[src/hw/rtl/slcd_pkg.sv]
// ----------------------------------------------------------------------------
// slcd_pkg
// Shared constants and types for the sync/length/checksum deframer.
// ----------------------------------------------------------------------------
package slcd_pkg;

    localparam logic [7:0] SYNC_FIRST   = 8'h55;
    localparam logic [7:0] SYNC_SECOND  = 8'hAA;
    localparam logic [15:0] HEADER_FLOOR = 16'd5;

    localparam logic [15:0] MIN_LEN_RESET = 16'd8;
    localparam logic [15:0] MAX_LEN_RESET = 16'd128;

    localparam int CFG_INDEX_W = 2;
    localparam logic [CFG_INDEX_W-1:0] REG_MIN_LEN = 2'd0;
    localparam logic [CFG_INDEX_W-1:0] REG_MAX_LEN = 2'd1;

    localparam logic [2:0] PH_SYNC0 = 3'd0;
    localparam logic [2:0] PH_SYNC1 = 3'd1;
    localparam logic [2:0] PH_LENHI = 3'd2;
    localparam logic [2:0] PH_LENLO = 3'd3;
    localparam logic [2:0] PH_BODY  = 3'd4;

    localparam logic [1:0] ST_GOOD  = 2'd0;
    localparam logic [1:0] ST_CSUM  = 2'd1;
    localparam logic [1:0] ST_BADL  = 2'd2;
    localparam logic [1:0] ST_TRUNC = 2'd3;

    typedef struct packed {
        logic [1:0] frame_status;
        logic       in_frame;
    } slcd_user_t;

endpackage

[src/hw/rtl/sync_length_checksum_deframer.sv]
// ----------------------------------------------------------------------------
// sync_length_checksum_deframer
// Finds 0x55 0xAA framed messages with a big-endian total length and an
// additive checksum, and echoes every byte with frame marks and status.
// ----------------------------------------------------------------------------
// The block takes one byte word per clock while the output side is not
// stalled, and returns exactly one word per byte. A byte is held in an
// input register, the frame state and the 8-bit running sum are updated
// from it combinationally, and the marked byte is placed in an output
// register; that per-byte update sets the rate of one word a cycle.
// The minimum and maximum frame lengths may be written only while no word is
// in flight.
module sync_length_checksum_deframer
    import slcd_pkg::*;
(
    input  logic                   clk,
    input  logic                   rst_n,
    input  logic                   s_axis_tvalid,
    output logic                   s_axis_tready,
    input  logic [7:0]             s_axis_tdata,   // [7:0] byte_in
    input  logic                   s_axis_tlast,   // end_of_burst
    output logic                   m_axis_tvalid,
    input  logic                   m_axis_tready,
    output logic [7:0]             m_axis_tdata,   // [7:0] byte_out
    output logic                   m_axis_tlast,   // frame_last
    output logic [2:0]             m_axis_tuser,   // [0] in_frame, [2:1] frame_status
    input  logic                   cfg_valid,
    output logic                   cfg_ready,
    input  logic [CFG_INDEX_W-1:0] cfg_index,
    input  logic [15:0]            cfg_data
);

    logic        in_valid_reg;
    logic [7:0]  in_byte_reg;
    logic        in_eob_reg;
    logic        advance;

    logic [15:0] min_len_reg;
    logic [15:0] max_len_reg;

    logic [2:0]  phase_reg, phase_next;
    logic [15:0] exp_len_reg, exp_len_next;
    logic [15:0] seen_reg, seen_next;
    logic [7:0]  sum_reg, sum_next;

    logic        out_valid_reg;
    logic [7:0]  out_byte_reg;
    logic        out_last_reg;
    slcd_user_t  out_user_reg;

    logic        inf;
    logic        last;
    logic [1:0]  status;
    logic [15:0] len_full;
    logic [15:0] seen_inc;

    assign advance       = in_valid_reg && (!out_valid_reg || m_axis_tready);
    assign s_axis_tready = !in_valid_reg || advance;
    assign cfg_ready     = 1'b1;

    assign m_axis_tvalid = out_valid_reg;
    assign m_axis_tdata  = out_byte_reg;
    assign m_axis_tlast  = out_last_reg;
    assign m_axis_tuser  = out_user_reg;

    assign len_full = {exp_len_reg[15:8], in_byte_reg};
    assign seen_inc = seen_reg + 16'd1;

    always_comb
    begin
        inf          = 1'b0;
        last         = 1'b0;
        status       = ST_GOOD;
        phase_next   = phase_reg;
        exp_len_next = exp_len_reg;
        seen_next    = seen_reg;
        sum_next     = sum_reg;
        case (phase_reg)
            PH_SYNC1:
            begin
                if (in_byte_reg == SYNC_SECOND)
                begin
                    inf        = 1'b1;
                    sum_next   = sum_reg + in_byte_reg;
                    seen_next  = 16'd2;
                    phase_next = PH_LENHI;
                end
                else if (in_byte_reg == SYNC_FIRST)
                begin
                    inf          = 1'b1;
                    phase_next   = PH_SYNC1;
                    sum_next     = in_byte_reg;
                    seen_next    = 16'd1;
                    exp_len_next = 16'd0;
                end
                else
                begin
                    phase_next   = PH_SYNC0;
                    sum_next     = 8'd0;
                    seen_next    = 16'd0;
                    exp_len_next = 16'd0;
                end
            end
            PH_LENHI:
            begin
                inf          = 1'b1;
                exp_len_next = {in_byte_reg, 8'd0};
                sum_next     = sum_reg + in_byte_reg;
                seen_next    = 16'd3;
                phase_next   = PH_LENLO;
            end
            PH_LENLO:
            begin
                inf          = 1'b1;
                exp_len_next = len_full;
                sum_next     = sum_reg + in_byte_reg;
                seen_next    = 16'd4;
                phase_next   = PH_BODY;
                if (len_full < HEADER_FLOOR || len_full < min_len_reg
                    || len_full > max_len_reg)
                begin
                    last   = 1'b1;
                    status = ST_BADL;
                end
            end
            PH_BODY:
            begin
                inf       = 1'b1;
                seen_next = seen_inc;
                if (seen_inc >= exp_len_reg)
                begin
                    last   = 1'b1;
                    status = (in_byte_reg == sum_reg) ? ST_GOOD : ST_CSUM;
                end
                else
                begin
                    sum_next = sum_reg + in_byte_reg;
                end
            end
            default:
            begin
                if (in_byte_reg == SYNC_FIRST)
                begin
                    inf          = 1'b1;
                    phase_next   = PH_SYNC1;
                    sum_next     = in_byte_reg;
                    seen_next    = 16'd1;
                    exp_len_next = 16'd0;
                end
                else
                begin
                    phase_next   = PH_SYNC0;
                    sum_next     = 8'd0;
                    seen_next    = 16'd0;
                    exp_len_next = 16'd0;
                end
            end
        endcase
        if (inf && !last && in_eob_reg)
        begin
            last   = 1'b1;
            status = ST_TRUNC;
        end
        if (last)
        begin
            phase_next   = PH_SYNC0;
            sum_next     = 8'd0;
            seen_next    = 16'd0;
            exp_len_next = 16'd0;
        end
    end

    always_ff @(posedge clk or negedge rst_n)
    begin
        if (!rst_n)
        begin
            min_len_reg <= MIN_LEN_RESET;
            max_len_reg <= MAX_LEN_RESET;
        end
        else if (cfg_valid && cfg_ready)
        begin
            if (cfg_index == REG_MIN_LEN)
            begin
                min_len_reg <= cfg_data;
            end
            else if (cfg_index == REG_MAX_LEN)
            begin
                max_len_reg <= cfg_data;
            end
        end
    end

    always_ff @(posedge clk or negedge rst_n)
    begin
        if (!rst_n)
        begin
            in_valid_reg  <= 1'b0;
            out_valid_reg <= 1'b0;
            phase_reg     <= PH_SYNC0;
            exp_len_reg   <= 16'd0;
            seen_reg      <= 16'd0;
            sum_reg       <= 8'd0;
        end
        else
        begin
            if (s_axis_tready)
            begin
                in_valid_reg <= s_axis_tvalid;
            end
            if (advance)
            begin
                out_valid_reg <= 1'b1;
                phase_reg     <= phase_next;
                exp_len_reg   <= exp_len_next;
                seen_reg      <= seen_next;
                sum_reg       <= sum_next;
            end
            else if (m_axis_tready)
            begin
                out_valid_reg <= 1'b0;
            end
        end
    end

    always_ff @(posedge clk)
    begin
        if (s_axis_tready && s_axis_tvalid)
        begin
            in_byte_reg <= s_axis_tdata;
            in_eob_reg  <= s_axis_tlast;
        end
        if (advance)
        begin
            out_byte_reg              <= in_byte_reg;
            out_last_reg              <= last;
            out_user_reg.in_frame     <= inf;
            out_user_reg.frame_status <= status;
        end
    end

endmodule

[config.mk]
export PLATFORM = sky130hd
export DESIGN_NAME = sync_length_checksum_deframer
export DESIGN_NICKNAME = d
export VERILOG_FILES = /design/src/hw/rtl/slcd_pkg.sv /design/src/hw/rtl/sync_length_checksum_deframer.sv
export SDC_FILE = /design/constraint.sdc
export NUM_CORES = 1
export LEC_CHECK = 0
export BUFFER_PORTS_ARGS = -buffer_cell sky130_fd_sc_hd__buf_2
export CORE_MARGIN = 2
export CORE_UTILIZATION = 38
export DETAILED_ROUTE_END_ITERATION = 7
export PLACE_DENSITY = 0.67
export SLEW_MARGIN = 10
export SYNTH_ARGS = -nofsm -noshare
export SYNTH_HDL_FRONTEND = slang
export SYNTH_SLANG_ARGS = --single-unit
[constraint.sdc]
create_clock -name clk -period 3.2 [get_ports clk]
set_clock_uncertainty 0.05 [all_clocks]
set_input_delay 0.16 -clock clk [delete_from_list [all_inputs] [get_ports clk]]
set_output_delay 0.16 -clock clk [all_outputs]
set_load 0.01 [all_outputs]
==> results.md <==
* Starting Density at 38.53%
* P per Cell Area at 426.3 mW/mm^2
* HPWL Detailed at 10710 um
* Aggregate global-route resource usage at 18.94%
* Metal3 WL at 704 um
* WHS at 0.007779 ns
* RePlAce Congestion at 0.8919
* Wirelength per Cell at 16.92 um
* Top sig layer: met4
* Synth Flop Type: dfrtp_1
* RSZ-0062 raised after global routing: yes
* Largest area contributor in the netlist: dfrtp_1
* Netlist cell types at 67
* GRT Residual Overflow at 0
* Commonest non-fill, non-tap cells in the layout: 82 x nand2_1, 75 x dfrtp_1, 54 x inv_1, 54 x ha_1, 44 x buf_2
* Largest net degree at the start of global routing at 78
* Violated checks: setup timing
* Vias per inst at 5.436
* Crit path kind: flip-flop to flip-flop
* Worst path most repeated cell: buf_4
* Pwr Total at 0.003069 W
* Die footprint at 0.01624 mm^2
* Post-route minimum period at 3.280 ns
* Root buf cell: clkbuf_16
* Row cnt at 45
* Worst slack, placed at -0.1560 ns
* TritonCTS Buffers at 9
* DIE HEIGHT at 127.5 um
* CP bufs+invs at 3
* Filler cells at 1339
* CP peak stage delay at 0.37 ns
* Initial DRC count at 444
* # nets final at 775
* Final period util at 102.5%
* Share of the synthesized area in the top cell type at 32.40%
* Non-Filler Instances at 880
* Worst slew pin tran at 1.016 ns
* Fmax at 304.8 MHz
* Synthesized area per cell at 9.850 um^2
* Initial antenna violation count at 0
* Setup crit start kind: flip-flop
* Leakage at 3.244 nW
* VDD IR-drop max at 0.3988 mV
* Crit-path cells: and3_4 -> nand4_1 -> nor3_2 -> nand3_2 -> xnor2_2 -> ha_4 -> a21oi_2 -> o21ai_2 -> a22oi_2 -> buf_4 -> nand3_4 -> buf_8 -> buf_4 -> nor3b_1 -> o21ai_0 -> o31ai_1
* Vias in the first global route at 4873
* Fraction of the yosys area taken by sequential cells at 44.20%
* Cell area after synthesis at 0.005792 mm^2
* Worst setup margin at -0.08039 ns
* Outcome: complete, but fails checks
* Port bufs at 45
* Final setup fails at 25
* Placed Instances at 830
* CTS tree: built
* DIE WIDTH at 127.5 um
* Ys async rst share at 78.57%
* Worst r2r src: seen_reg[2]
* Fin. max-slew vios at 0
* Hold path start: cfg_data[0]
* Slew HR at 32.24%
* Maximum fanout along the worst path at 5
* Clock-pin transition on the worst setup and hold timing paths at 0.07 ns
* Req. time, crit path at 3.40 ns
* TritonRoute pass-1 iters at 5
* Core Box Area at 0.01503 mm^2
* Cells after synthesis at 588
* Largest cells by area after synthesis: dfrtp_1 32%, ha_1 12%, edfxtp_1 11%
* Crit-path slowest cell: dfrtp_1
* First-pass GRT wire length at 24320 um
* H-tree depth at 3
* WL final at 14890 um
* Layout cells sized above 1 at 22.83%
* Arrival @ worst endpoint at 3.49 ns
* Hold Path Class: input port to flip-flop
* Crit path max-delay family: simple AND/OR/NAND/NOR gates
* CP Launch Point: seen_reg[2]
* Ys Warns at 0
* # diodes at 0
* # DRC at 0
* Number of max-cap violations at 0
* Crit end category: flip-flop
* WL met1 at 6650 um
* Number of flops mapped to enable cells by yosys at 21
* Synth Net Count at 676
* I/O pin count at 47
* Commonest non-fill, non-tap cell in the layout: nand2_1
* Detail Route Antenna Nets at 0
* Clk Latency, worst-skew pair at 0.36 ns
* CTS max path bufs at 2
* Wire length on met2 at 7139 um
* Clock Sinks at 98
* Seq cells post-synth at 98
* Synth-to-Final Area Change at 24.30%
* Count of final hold-check violations at 0
* Via count at 4784
[cells in the mapped netlist, drive strengths merged (7+ instances only)]
cell type,number
inv,54
nor3,13
xnor2,15
o31ai,10
mux2,17
o21ai,60
nand2,83
dfrtp,75
a21oi,27
nor2,22
mux2i,9
buf,7
nand4,8
edfxtp,21
nand3,18
ha,55
clkbuf,12
o211ai,7
[final cells by class]
type                       instances  area [um^2]  area share [%]
clock buffer                      13        292.8           4.067
clock inverter                     3        18.77          0.2607
inverter                          54        202.7           2.815
multi-input combinational        418         3089           42.91
sequential                        98         2560           35.56
tap                              188        235.2           3.267
timing repair buffer             106        800.8           11.12
[routing by layer]
layer | global-route usage (%) | up-vias
met5 | 0 | -
met4 | 7.046 | 0
met3 | 4.523 | 35
met2 | 30.83 | 151
met1 | 24.59 | 2314
li1 | - | 2284
[timing repair]
item | in CTS | in global routing
gates resized for setup | 9 | 25
setup endpoints to repair | 32 | 45
pin swaps | 6 | 7
gates cloned | 0 | 2
hold buffers | 25 | 0
hold endpoints to repair | 107 | 0
buffers inserted | 3 | 4
[logic make-up after synthesis]
kind of cell / Yosys count / synth area share [%]
buffers and inverters: 73 / 5.120
adder cells (fa/ha/maj): 56 / 12.23
AO/OA/AOI/OAI: 131 / 14.15
other: 1 / 0.06475
AND/OR/NAND/NOR: 182 / 16.20
flip-flops: 98 / 44.20
XOR/XNOR: 21 / 3.176
multiplexers: 26 / 4.861
[worst paths after layout]
| kind | end | slack [ns] | cells past startpoint |
|---|---|---|---|
| min in group asynchronous | max_len_reg[4] | 0.43 | 2 |
| worst min register to register | sum_reg[3] | 0.43 | 2 |
| max in group asynchronous | phase_reg[2] | 1.98 | 2 |
| worst max register to register | seen_reg[15] | -0.08 | 16 |
| worst max-delay path | seen_reg[15] | -0.08 | 16 |
| worst min-delay path | min_len_reg[0] | 0.008 | 2 |
[through the flow]
step	instance area, um^2	util [%]	TNS [ns]
2_1_floorplan	5797	-	0
3_3_place_gp	6394	42.53	0
3_5_place_dp	6394	42.53	-2.210
4_1_cts	7019	46.69	0
5_1_grt	7199	47.89	-4.720
6_report	7199	47.89	-0.4181
[power breakdown]
part	leakage [nW]	internal (W)	total (W)	switching, W
Sequential	1.20	0.00139	0.00145	0.0000572
Clock	0.156	0.000642	0.00112	0.000481
Combinational	1.89	0.000219	0.000500	0.000281
No activity file was read; power rests on OpenSTA's default activity.
